===== config.mk =====
export PLATFORM = sky130hd
export DESIGN_NAME = multi_interval_alarm_timer
export DESIGN_NICKNAME = d
export VERILOG_FILES = /design/src/rtl/mit_pkg.sv /design/src/rtl/mit_rem.sv /design/src/rtl/multi_interval_alarm_timer.sv
export SDC_FILE = /design/constraint.sdc
export NUM_CORES = 1
export LEC_CHECK = 0
export BUFFER_PORTS_ARGS = -buffer_cell sky130_fd_sc_hd__buf_2
export CAP_MARGIN = 40
export CELL_PAD_IN_SITES_DETAIL_PLACEMENT = 2
export CELL_PAD_IN_SITES_GLOBAL_PLACEMENT = 2
export CORE_AREA = 3 3 228 286
export DETAILED_ROUTE_END_ITERATION = 12
export DIE_AREA = 0 0 231 289
export PLACE_DENSITY_LB_ADDON = 0.25
export SLEW_MARGIN = 20
export SYNTH_ARGS = -nofsm -noshare
export SYNTH_HDL_FRONTEND = slang
export SYNTH_SLANG_ARGS = --single-unit
export TNS_END_PERCENT = 5

===== constraint.sdc =====
create_clock -name clk_i -period 8.3 [get_ports clk_i]
set_input_delay 2.075 -clock clk_i [delete_from_list [all_inputs] [get_ports clk_i]]
set_output_delay 2.075 -clock clk_i [all_outputs]
set_load 0.01 [all_outputs]

===== src/rtl/mit_pkg.sv =====
// Shared constants and types for the multi-interval alarm timer.
package mit_pkg;

  localparam int unsigned TICK_W     = 32;
  localparam int unsigned SLOT_W     = 2;
  localparam int unsigned COUNT_W    = 3;
  localparam int unsigned CFG_IDX_W  = 3;
  localparam int unsigned MAX_ALARMS = 4;

  localparam logic [1:0] REQ_CHECK   = 2'd0;
  localparam logic [1:0] REQ_START   = 2'd1;
  localparam logic [1:0] REQ_RESTART = 2'd2;

  localparam logic [CFG_IDX_W-1:0] CFG_INTERVAL_A = 3'd0;
  localparam logic [CFG_IDX_W-1:0] CFG_INTERVAL_B = 3'd1;
  localparam logic [CFG_IDX_W-1:0] CFG_INTERVAL_C = 3'd2;
  localparam logic [CFG_IDX_W-1:0] CFG_INTERVAL_D = 3'd3;
  localparam logic [CFG_IDX_W-1:0] CFG_ALARM_COUNT = 3'd4;

  typedef struct packed {
    logic done;
    logic zero;
  } rem_status_t;

endpackage


===== src/rtl/mit_rem.sv =====
// Bit-serial restoring remainder unit, one dividend bit per cycle.
module mit_rem import mit_pkg::*; (
  input  logic              clk_i,
  input  logic              rst_ni,
  input  logic              start_i,
  input  logic [TICK_W-1:0] dividend_i,
  input  logic [TICK_W-1:0] divisor_i,
  output rem_status_t       status_o
);

  localparam int unsigned CNT_W = $clog2(TICK_W);
  localparam logic [CNT_W-1:0] CNT_LAST = CNT_W'(TICK_W - 1);

  logic [TICK_W-1:0] dvd_q, dvd_d;
  logic [TICK_W-1:0] dvs_q, dvs_d;
  logic [TICK_W-1:0] rem_q, rem_d;
  logic [CNT_W-1:0]  cnt_q, cnt_d;
  logic              busy_q, busy_d;
  logic [TICK_W:0]   trial;

  always_comb begin
    dvd_d  = dvd_q;
    dvs_d  = dvs_q;
    rem_d  = rem_q;
    cnt_d  = cnt_q;
    busy_d = busy_q;
    trial  = {rem_q, dvd_q[TICK_W-1]};
    if (start_i) begin
      dvd_d  = dividend_i;
      dvs_d  = divisor_i;
      rem_d  = '0;
      cnt_d  = '0;
      busy_d = 1'b1;
    end else if (busy_q) begin
      if (trial >= {1'b0, dvs_q}) begin
        rem_d = TICK_W'(trial - {1'b0, dvs_q});
      end else begin
        rem_d = trial[TICK_W-1:0];
      end
      dvd_d = {dvd_q[TICK_W-2:0], 1'b0};
      cnt_d = cnt_q + 1'b1;
      if (cnt_q == CNT_LAST) begin
        busy_d = 1'b0;
      end
    end
  end

  always_ff @(posedge clk_i or negedge rst_ni) begin
    if (!rst_ni) begin
      busy_q <= 1'b0;
      cnt_q  <= '0;
    end else begin
      busy_q <= busy_d;
      cnt_q  <= cnt_d;
    end
  end

  always_ff @(posedge clk_i) begin
    dvd_q <= dvd_d;
    dvs_q <= dvs_d;
    rem_q <= rem_d;
  end

  assign status_o.done = !busy_q;
  assign status_o.zero = (rem_q == '0);

endmodule


===== src/rtl/multi_interval_alarm_timer.sv =====
// Top level of the multi-interval alarm timer.
//
// Requests enter on the input channel (in_valid_i / in_stall_o) and each one
// yields exactly one result transaction on the output channel (out_valid_o /
// out_stall_i). Interval and count registers are written through the cfg
// channel (cfg_valid_i / cfg_ready_o, index 0..3 intervals, 4 alarm count);
// cfg_ready_o is always high and writes belong in idle periods.
// A start or restart request goes from idle to the finish state, which loads its
// result into the output register and returns to idle for the next request. A check
// request runs two bit-serial remainder units side by side, one dividend bit per
// cycle, and its result is loaded in the finish state once both are done; the block
// holds one request at a time, so a new check waits until that result is loaded.
// A finished result sits in the output register while the receiver stalls;
// the next request is taken meanwhile, and its result waits until the
// register frees up. Reset clears the intervals, the alarm count, the start
// mark and the active slot, and empties the output register.
module multi_interval_alarm_timer import mit_pkg::*; (
  input  logic                 clk_i,
  input  logic                 rst_ni,
  input  logic                 in_valid_i,
  output logic                 in_stall_o,
  input  logic [1:0]           req_type_i,
  input  logic [TICK_W-1:0]    now_tick_i,
  input  logic [TICK_W-1:0]    start_offset_i,
  output logic                 out_valid_o,
  input  logic                 out_stall_i,
  output logic                 alarm_hit_o,
  output logic [SLOT_W-1:0]    alarm_index_o,
  output logic                 at_start_o,
  output logic                 at_end_o,
  input  logic                 cfg_valid_i,
  output logic                 cfg_ready_o,
  input  logic [CFG_IDX_W-1:0] cfg_index_i,
  input  logic [TICK_W-1:0]    cfg_data_i
);

  localparam logic [1:0] ST_IDLE = 2'd0;
  localparam logic [1:0] ST_CALC = 2'd1;
  localparam logic [1:0] ST_FIN  = 2'd2;

  function automatic logic [SLOT_W-1:0] next_slot(input logic [SLOT_W-1:0]  slot,
                                                   input logic [COUNT_W-1:0] n);
    logic [COUNT_W-1:0] v;
    logic [SLOT_W-1:0]  r;
    v = {1'b0, slot} + 1'b1;
    case (n)
      3'd1: r = '0;
      3'd2: r = {1'b0, v[0]};
      3'd3: r = (v == 3'd3) ? 2'd0 : (v == 3'd4) ? 2'd1 : v[SLOT_W-1:0];
      3'd4: r = (v == 3'd4) ? 2'd0 : v[SLOT_W-1:0];
      default: r = '0;
    endcase
    return r;
  endfunction

  logic [TICK_W-1:0]  interval_q [MAX_ALARMS];
  logic [COUNT_W-1:0] count_q;
  logic [TICK_W-1:0]  start_mark_q, start_mark_d;
  logic [SLOT_W-1:0]  slot_q, slot_d;
  logic [1:0]         state_q, state_d;
  logic [1:0]         req_q;
  logic [TICK_W-1:0]  now_q;
  logic [TICK_W-1:0]  elapsed_q;
  logic [TICK_W-1:0]  ivl_q;

  logic               out_valid_q, out_valid_d;
  logic               hit_q, at_s_q, at_e_q;
  logic [SLOT_W-1:0]  idx_q;

  logic               in_acc, rem_start, fin_load;
  logic [TICK_W-1:0]  ivl_sel;
  rem_status_t        st_a, st_b;

  logic [COUNT_W-1:0] n_used;
  logic               is_check, alarms_on, negative, el_zero, fire;
  logic               hit_c, at_s_c, at_e_c;
  logic [SLOT_W-1:0]  idx_c, slot_fire;

  assign cfg_ready_o = 1'b1;
  assign in_stall_o  = (state_q != ST_IDLE);
  assign in_acc      = in_valid_i && !in_stall_o;
  assign rem_start   = in_acc && (req_type_i == REQ_CHECK);
  assign ivl_sel     = interval_q[slot_q];

  mit_rem u_rem_ivl (
    .clk_i,
    .rst_ni,
    .start_i    (rem_start),
    .dividend_i (now_tick_i - start_mark_q),
    .divisor_i  (ivl_sel),
    .status_o   (st_a)
  );

  mit_rem u_rem_end (
    .clk_i,
    .rst_ni,
    .start_i    (rem_start),
    .dividend_i (now_tick_i - start_mark_q),
    .divisor_i  (ivl_sel - 1'b1),
    .status_o   (st_b)
  );

  always_comb begin
    n_used    = (count_q > COUNT_W'(MAX_ALARMS)) ? COUNT_W'(MAX_ALARMS) : count_q;
    is_check  = (req_q == REQ_CHECK);
    alarms_on = (n_used != '0);
    negative  = elapsed_q[TICK_W-1];
    el_zero   = (elapsed_q == '0);
    fire      = is_check && alarms_on && !negative && !el_zero
                && ((ivl_q == '0) || st_a.zero);
    slot_fire = next_slot(slot_q, n_used);
    at_s_c    = is_check && el_zero && (slot_q == '0);
    at_e_c    = is_check && alarms_on
                && ((ivl_q <= TICK_W'(1)) || (!el_zero && st_b.zero));
    hit_c     = (is_check && alarms_on && !negative && el_zero) || fire;
    idx_c     = fire ? slot_fire : '0;
  end

  always_comb begin
    state_d      = state_q;
    start_mark_d = start_mark_q;
    slot_d       = slot_q;
    fin_load     = 1'b0;
    case (state_q)
      ST_IDLE: begin
        if (in_acc) begin
          if (req_type_i == REQ_START || req_type_i == REQ_RESTART) begin
            start_mark_d = now_tick_i + start_offset_i;
          end
          if (req_type_i == REQ_RESTART) begin
            slot_d = '0;
          end
          state_d = (req_type_i == REQ_CHECK) ? ST_CALC : ST_FIN;
        end
      end
      ST_CALC: begin
        if (st_a.done && st_b.done) begin
          state_d = ST_FIN;
        end
      end
      ST_FIN: begin
        if (!out_valid_q || !out_stall_i) begin
          fin_load = 1'b1;
          state_d  = ST_IDLE;
          if (fire) begin
            start_mark_d = now_q;
            slot_d       = slot_fire;
          end
        end
      end
      default: begin
        state_d = ST_IDLE;
      end
    endcase
    if (fin_load) begin
      out_valid_d = 1'b1;
    end else if (!out_stall_i) begin
      out_valid_d = 1'b0;
    end else begin
      out_valid_d = out_valid_q;
    end
  end

  always_ff @(posedge clk_i or negedge rst_ni) begin
    if (!rst_ni) begin
      state_q      <= ST_IDLE;
      start_mark_q <= '0;
      slot_q       <= '0;
      out_valid_q  <= 1'b0;
      count_q      <= '0;
      for (int i = 0; i < MAX_ALARMS; i++) begin
        interval_q[i] <= '0;
      end
    end else begin
      state_q      <= state_d;
      start_mark_q <= start_mark_d;
      slot_q       <= slot_d;
      out_valid_q  <= out_valid_d;
      if (cfg_valid_i && cfg_ready_o) begin
        case (cfg_index_i)
          CFG_INTERVAL_A,
          CFG_INTERVAL_B,
          CFG_INTERVAL_C,
          CFG_INTERVAL_D: interval_q[cfg_index_i[SLOT_W-1:0]] <= cfg_data_i;
          CFG_ALARM_COUNT: count_q <= cfg_data_i[COUNT_W-1:0];
          default: begin
          end
        endcase
      end
    end
  end

  always_ff @(posedge clk_i) begin
    if (in_acc) begin
      req_q     <= req_type_i;
      now_q     <= now_tick_i;
      elapsed_q <= now_tick_i - start_mark_q;
      ivl_q     <= ivl_sel;
    end
    if (fin_load) begin
      hit_q  <= hit_c;
      idx_q  <= idx_c;
      at_s_q <= at_s_c;
      at_e_q <= at_e_c;
    end
  end

  assign out_valid_o   = out_valid_q;
  assign alarm_hit_o   = hit_q;
  assign alarm_index_o = idx_q;
  assign at_start_o    = at_s_q;
  assign at_end_o      = at_e_q;

endmodule


==> results of run 1 <==
-- through the flow --
| stage | total power [µW] | setup WS, ns | utilization | area (µm²) | std cells |
|---|---|---|---|---|---|
| after floorplan | 7890 | 0.0532 | - | 26200 | 2471 |
| after global placement | 9290 | 2.98 | 0.440 | 27600 | 3338 |
| after detailed placement | 9720 | 2.74 | 0.440 | 27700 | 3340 |
| after CTS | 12300 | 3.27 | 0.468 | 29400 | 3434 |
| after global routing | 13100 | 3.08 | 0.469 | 29500 | 3441 |
| final | 12300 | 3.26 | 0.469 | 29500 | 3442 |
-- worst max path at each step --
stage,end,cells past startpoint,startpoint,slack (ns)
after floorplan,u_rem_end.dvs_q[0]$_DFFE_PP_,6,in_valid_i,0.05
after global placement,u_rem_end.dvd_q[22]$_DFFE_PP_,13,now_tick_i[0],2.98
after detailed placement,u_rem_ivl.dvd_q[30]$_DFFE_PP_,13,now_tick_i[0],2.74
after CTS,u_rem_ivl.dvd_q[26]$_DFFE_PP_,13,now_tick_i[0],3.27
after global routing,u_rem_ivl.dvd_q[26]$_DFFE_PP_,13,now_tick_i[0],3.08
final,u_rem_ivl.dvd_q[26]$_DFFE_PP_,13,now_tick_i[0],3.26
-- sequential cells by signal, summed over array words and instances, names as in the netlist, 2 cells and up --
register / count
state_q: 2
u_rem_end.rem_q: 32
count_q: 3
u_rem_ivl.dvs_q: 32
req_q: 2
now_q: 32
u_rem_end.dvs_q: 32
u_rem_ivl.cnt_q: 5
ivl_q: 32
interval_q: 128
slot_q: 2
u_rem_ivl.dvd_q: 32
start_mark_q: 32
u_rem_end.cnt_q: 5
alarm_index_o: 2
u_rem_end.dvd_q: 32
u_rem_ivl.rem_q: 32
elapsed_q: 32
-- power groups by stage --
stage	sequential [µW]	clock [µW]	combinational, µW
after floorplan	3930	0	3970
after global placement	4100	0	5190
after detailed placement	4190	0	5530
after CTS	4190	2430	5670
after global routing	4280	2530	6260
final	4200	2400	5680
-- placed cells by master, fill, tap and decap left out, types with 20 or more instances in the layout --
master	Yosys	layout
nor3_1	33	31
a21o_1	75	75
dfrtp_1	180	178
buf_4	1	20
xnor2_1	76	76
o21a_1	23	23
clkbuf_16	0	50
mux2i_1	43	43
nand2_1	204	203
nor4_1	39	39
nand3_1	27	27
nor2_1	202	202
a21oi_1	171	171
edfxtp_1	231	231
a211oi_1	33	33
buf_2	5	111
nand4_1	34	34
and3_1	27	27
xor2_1	61	61
o21ai_0	139	138
mux2_2	133	133
inv_1	152	151
a31oi_1	23	22
ha_1	136	136
dfxtp_1	64	64
mux4_2	31	31
-- area by class of cell --
cell class              instances  area (µm²)
diodes                          4        10.0
clock buffers                  61        1320
clock inverters                33         385
fillers                      6533       33400
inverters                     152         573
multi-input cells            1739       12600
flip-flops and latches        475       12700
well taps                     840        1050
repair buffers                138         877
-- routing by layer --
layer	vias to the layer above	wire length [µm]	GRT usage
met3	203	3640	0.0442
met1	10389	35400	0.304
met5	-	13	0
met2	459	45900	0.472
li1	9208	-	-
met4	2	4370	0.119
-- kinds of logic (layout without fill, tap and decap cells) --
logic type                 count (synthesis)  after routing  synth area share
AOI/OAI and AO/OA                        586            586             0.141
xor gates and xnor gates                 137            137            0.0457
adders and majority gates                140            140            0.0679
buffers and inverters                    257            384            0.0383
DFF                                      475            475             0.485
muxes                                    208            208             0.101
other                                      1              5          0.000143
and+or+nand+nor                          667            667             0.121
-- cells in the mapped netlist (27+ instances only) --
library cell    n  area (µm²)
a21o_1         75         563
nand4_1        34         213
mux2i_1        43         430
inv_1         152         571
xnor2_1        76         666
a21oi_1       171         856
nor2_1        202         758
mux4_2         31         698
nand3_1        27         135
mux2_2        133        1500
xor2_1         61         534
nand2_1       204         766
clkbuf_1       87         327
and3_1         27         169
nor3_1         33         165
a211oi_1       33         248
o21ai_0       139         696
dfrtp_1       180        4500
dfxtp_1        64        1280
edfxtp_1      231        6940
ha_1          136        1700
nor4_1         39         244
-- critical path: stages --
cell and delay (ns):
buf_2 0.11, inv_1 0.05, ha_1 0.22, fa_1 0.42, nor2b_1 0.14, o21ai_0 0.11, a21boi_0 0.36, o221a_2 0.32
o211ai_1 0.17, a211oi_1 0.72, nor3_1 0.17, nor3b_1 0.41, nand2_1 0.13
==> out/metrics.cfg, run 1 <==
[worst_setup_path]
path_class = in2reg
worst_ep_required_time_ns = 8.66
rrSetupSlack_ns = 4.00
cp-end-kind = register
crit_path_max_fanout = 4
cp-start-kind = primary input
arrival_ns = 5.40
worstReg2RegEnd = u_rem_end.rem_q[19]$_SDFFE_PP0P_
ff2ff_path_depth = 12
rr_startpoint = u_rem_end.dvd_q[31]$_DFFE_PP_

[power_and_ir_drop]
power_density_nw_per_um2 = 416
vdd_ir_drop_max_mv = 0.171
seqPwrFrac = 0.342
clock_power_share = 0.195
p_comb_frac = 0.463
power.leakage_uw = 0.0125
p_int_uw = 7090
power_switching_uw = 5190
switching_share = 0.423

[yosys]
avgSynthCellArea_um2 = 10.6
synth_flop_cell = edfxtp_1
synth-edff-count = 231
yosys_warnings = 0
synth_seq_cells = 475
seq_area_frac_synth = 0.485
synth_nets = 2717
async_flop_share = 0.379
synthDistinctLibCells = 80
synth_cells = 2471
syn_area_um2 = 26200

[timing]
fin_setup_tns_ns = 0
slew_viol_final = 0
clock_skew_ns = 0.0485
hold_viol_final = 0
finalSetupViolations = 0
max_freq_ghz = 0.198
holdWs_ns = 0.501
post-route-period-util = 0.607
slew_headroom = 0.438
period_minus_slack_ns = 5.04
tightest_slew_ns = 0.838
rsz0062_at_grt = false

[detailed_routing]
first_pass_iters = 5
drt_wl_total_mm = 89.4
viasPerCell = 5.89
routedWlPerCell_um = 26.0
num_vias = 20261
first_iter_violations = 1160
ant_nets = 0
drc_errors = 0

[die]
die_width_um = 231
chipHeight_um = 289
floorplan.initialDensity = 0.417
fp.coreArea_um2 = 62900
ios = 114
rows = 103
die_area_um2 = 66800

[clock_network]
cts_buffer_depth = 3
cts_max_level = 2
clkLatencyLatePin_ns = 0.64
cts-root-buf = clkbuf_16
tritoncts = yes
cts_hold_buf = 0
ctsResizeCount = 0
cts_buffers = 50
clk_pin_slew_ns = 0.07
post-cts-setup-buffers = 0
cts.sinks = 475

[grt]
grt_max_degree = 97
grt_overflow = 0
grt_first_pass_wirelength_mm = 136
antenna_found_initial = 7
grt_pass1_vias = 22758
track_usage = 0.261

[worst_hold_path]
hold_class = reg2reg
worstHoldEndpoint = start_mark_q[25]$_DFFE_PN0P_
min_from = now_q[25]$_DFFE_PP_
hold_depth = 2

[run]
maxCapViolations = 0

[cells_and_area]
fin_nets = 2802
area_growth_pct = 12.5
layout-drive-gt1-share = 0.159

[placed_design]
gp_congestion = 0.828
hpwl_mm = 61.1
portBuffers = 112

[outcome]
outcome = finished clean

(Power assumes the default switching activity.)
==> inputs of run 2 (changes only) <==
Settings changed: ABC_AREA from default to 1, CORE_AREA 3 3 228 286 to 3 3 259 325, DIE_AREA 0 0 231 289 to 0 0 262 328.
Clock period 8.3 ns to 5.14 ns, I/O delays scaled along.
==> out/metrics.cfg, run 2 <==
[outcome]
outcome = finished clean

[die]
fp.coreArea_um2 = 81400
chipHeight_um = 328
die_area_um2 = 85900
ios = 114
rows = 117
floorplan.initialDensity = 0.368
die_width_um = 262

[yosys]
async_flop_share = 0.379
avgSynthCellArea_um2 = 7.20
synth-edff-count = 231
synthDistinctLibCells = 55
synth_top_cell_area_share = 0.232
synth_mux_area_frac = 0.00100
seq_area_frac_synth = 0.425
syn_area_um2 = 29900
synth_nets = 4406
synth_area_leader_cell = edfxtp_1
synth-compound-area-share = 0.0699
synth-adder-area-share = 0.0595
synth.most_common_cell = nand2_1
synth_xor_area_frac = 0.0231
synth_flop_cell = edfxtp_1
synth_commonest_cells = nand2_1 (1563), inv_1 (653), nand3_1 (271)
yosys.area_share.simple = 0.321
synth_seq_cells = 475
synth.area.top_cells = edfxtp_1 (23%), nand2_1 (20%), dfrtp_1 (15%)
yosys_warnings = 0
synth_cells = 4160
synth_top_family_by_area = simple AND/OR/NAND/NOR gates

[grt]
grt_overflow = 0
grt_pass1_vias = 30560
grt_first_pass_wirelength_mm = 174
grt_max_degree = 75
track_usage = 0.262
antenna_found_initial = 1

[power_and_ir_drop]
power.leakage_uw = 0.0171
power_switching_uw = 9890
p_comb_frac = 0.494
power_density_nw_per_um2 = 630
clock_power_share = 0.198
p_int_uw = 11200
switching_share = 0.468
seqPwrFrac = 0.308
vdd_ir_drop_max_mv = 0.288

[detailed_routing]
drt_wl_total_mm = 113
routedWlPerCell_um = 21.0
num_vias = 27722
ant_nets = 0
viasPerCell = 5.16
first_pass_iters = 5
first_iter_violations = 1375
drc_errors = 0

[worst_setup_path]
cp-end-kind = register
worst_ep_required_time_ns = 5.53
crit_path_max_fanout = 52
ff2ff_path_depth = 10
slowest_delay_ns = 0.76
rrSetupSlack_ns = 1.36
path_cells = buf_4 > nand2_1 > a32oi_1 > inv_1 > ha_1 > nand2_2 > nor2_2 > nand2_1 > nor2_1 > xor2_1
path_class = reg2reg
rr_startpoint = slot_q[0]$_DFFE_PN0P_
critPathMostFrequentCell = nand2_1
arrival_ns = 4.17
cp-start-kind = register
worstReg2RegEnd = u_rem_end.dvs_q[16]$_DFFE_PP_
slowest_stage = dfrtp_4

[worst_hold_path]
hold_class = reg2reg
min_from = u_rem_end.rem_q[5]$_SDFFE_PP0P_
hold_depth = 2
worstHoldEndpoint = u_rem_end.rem_q[5]$_SDFFE_PP0P_

[timing]
rsz0062_at_grt = false
hold_viol_final = 0
post-route-period-util = 0.735
slew_headroom = 0.384
max_freq_ghz = 0.265
period_minus_slack_ns = 3.78
finalSetupViolations = 0
clock_skew_ns = 0.0394
tightest_slew_ns = 0.923
fin_setup_tns_ns = 0
slew_viol_final = 0

[cells_and_area]
regMostFlops = interval_q
layout-drive-gt1-share = 0.0683
mostFrequentLayoutCells = nand2_1 (1558), inv_1 (652), nand3_1 (269)
layout_commonest_cell = nand2_1
fill_cells = 9768
fin_nets = 4503
n_antenna_cell = 0
area_growth_pct = 12.0
post-route-util = 0.412
largest_reg_flops = 128

[placed_design]
portBuffers = 112
gp_congestion = 0.860
hpwl_mm = 85.8

[clock_network]
ctsResizeCount = 0
cts.sinks = 475
cts_hold_buf = 0
cts_buffers = 54
tritoncts = yes
clkLatencyLatePin_ns = 0.67
cts_max_level = 2
cts_buffer_depth = 3
clk_pin_slew_ns = 0.06
post-cts-setup-buffers = 0
cts-root-buf = clkbuf_16

[run]
maxCapViolations = 0

[run 2: cell types whose count changed in the layout (fill, tap and decap cells not counted), sizes merged, moves of 40 or more]
| cell | delta |
|---|---|
| o21ai | +90 |
| nand3b | +54 |
| a21o | -73 |
| nor2 | +81 |
| mux2 | -133 |
| mux2i | -40 |
| nand2 | +1378 |
| inv | +507 |
| nand3 | +244 |
[run 2: per-layer routing]
metal  share of wire  up-vias  wire length (µm)  global-route usage
met3           0.028      207              3170              0.0291
met4           0.044        2              4900               0.103
met5         0.00014        -                16                   0
met1            0.41    13797             46000               0.305
met2            0.52      447             58500               0.485
li1                -    13269                 -                   -
[run 2: how the worst max path moves through the flow]
stage,from,end,slack [ns],depth (start not counted)
CTS,slot_q[0]$_DFFE_PN0P_,u_rem_end.dvs_q[16]$_DFFE_PP_,1.40,10
floorplan,in_valid_i,u_rem_ivl.dvd_q[0]$_SDFFCE_PN0P_,0.18,5
finish,slot_q[0]$_DFFE_PN0P_,u_rem_end.dvs_q[16]$_DFFE_PP_,1.36,10
global placement,now_tick_i[0],u_rem_end.dvd_q[30]$_DFFE_PP_,1.24,13
detailed placement,now_tick_i[0],u_rem_end.dvd_q[30]$_DFFE_PP_,1.03,13
global route,slot_q[0]$_DFFE_PN0P_,u_rem_end.dvs_q[16]$_DFFE_PP_,1.17,10
[run 2: cell type report]
cell class              instances  area [µm²]  area share
clock inverters                26         393      0.0117
inverters                     663        2490      0.0744
clock buffers                  75        1480      0.0442
multi-input cells            2924       14200       0.425
well taps                    1071        1340      0.0400
flip-flops and latches        475       12700       0.380
repair buffers                139         850      0.0253
[run 2: through the flow]
| step | total power, µW | cell area [µm²] | setup WS (ns) | hold WS (ns) | cells |
|---|---|---|---|---|---|
| after floorplan | 13300 | 29900 | 0.185 | 0.448 | 4160 |
| after global placement | 16100 | 31500 | 1.24 | 0.461 | 5268 |
| after detailed placement | 16900 | 31600 | 1.03 | 0.472 | 5269 |
| after CTS | 21300 | 33400 | 1.40 | 0.485 | 5370 |
| after global routing | 22800 | 33500 | 1.17 | 0.504 | 5373 |
| final | 21100 | 33500 | 1.36 | 0.483 | 5373 |
[run 2: kinds of logic after synthesis]
logic type	after synthesis
AO/OA/AOI/OAI	398
multiplexers	3
AND/OR/NAND/NOR	2304
buffers and inverters	761
other	1
adder cells (fa/ha/maj)	140
XOR/XNOR	78
flip-flops	475
[run 2: power by group through the flow]
stage	Combinational, µW	Clock, µW	Sequential, µW
after floorplan	7140	0	6180
after global placement	9690	0	6420
after detailed placement	10300	0	6540
after CTS	10500	4260	6500
after global routing	11800	4400	6640
final	10400	4180	6500
[run 2: critical path, delay by kind of cell, from the launching register on]
family	cells	cell delay [ns]
simple gates	5	0.68
buf+inv	2	0.83
fa+ha+maj	1	0.32
compound gates	1	0.69
flops	1	0.76
xor+xnor	1	0.18
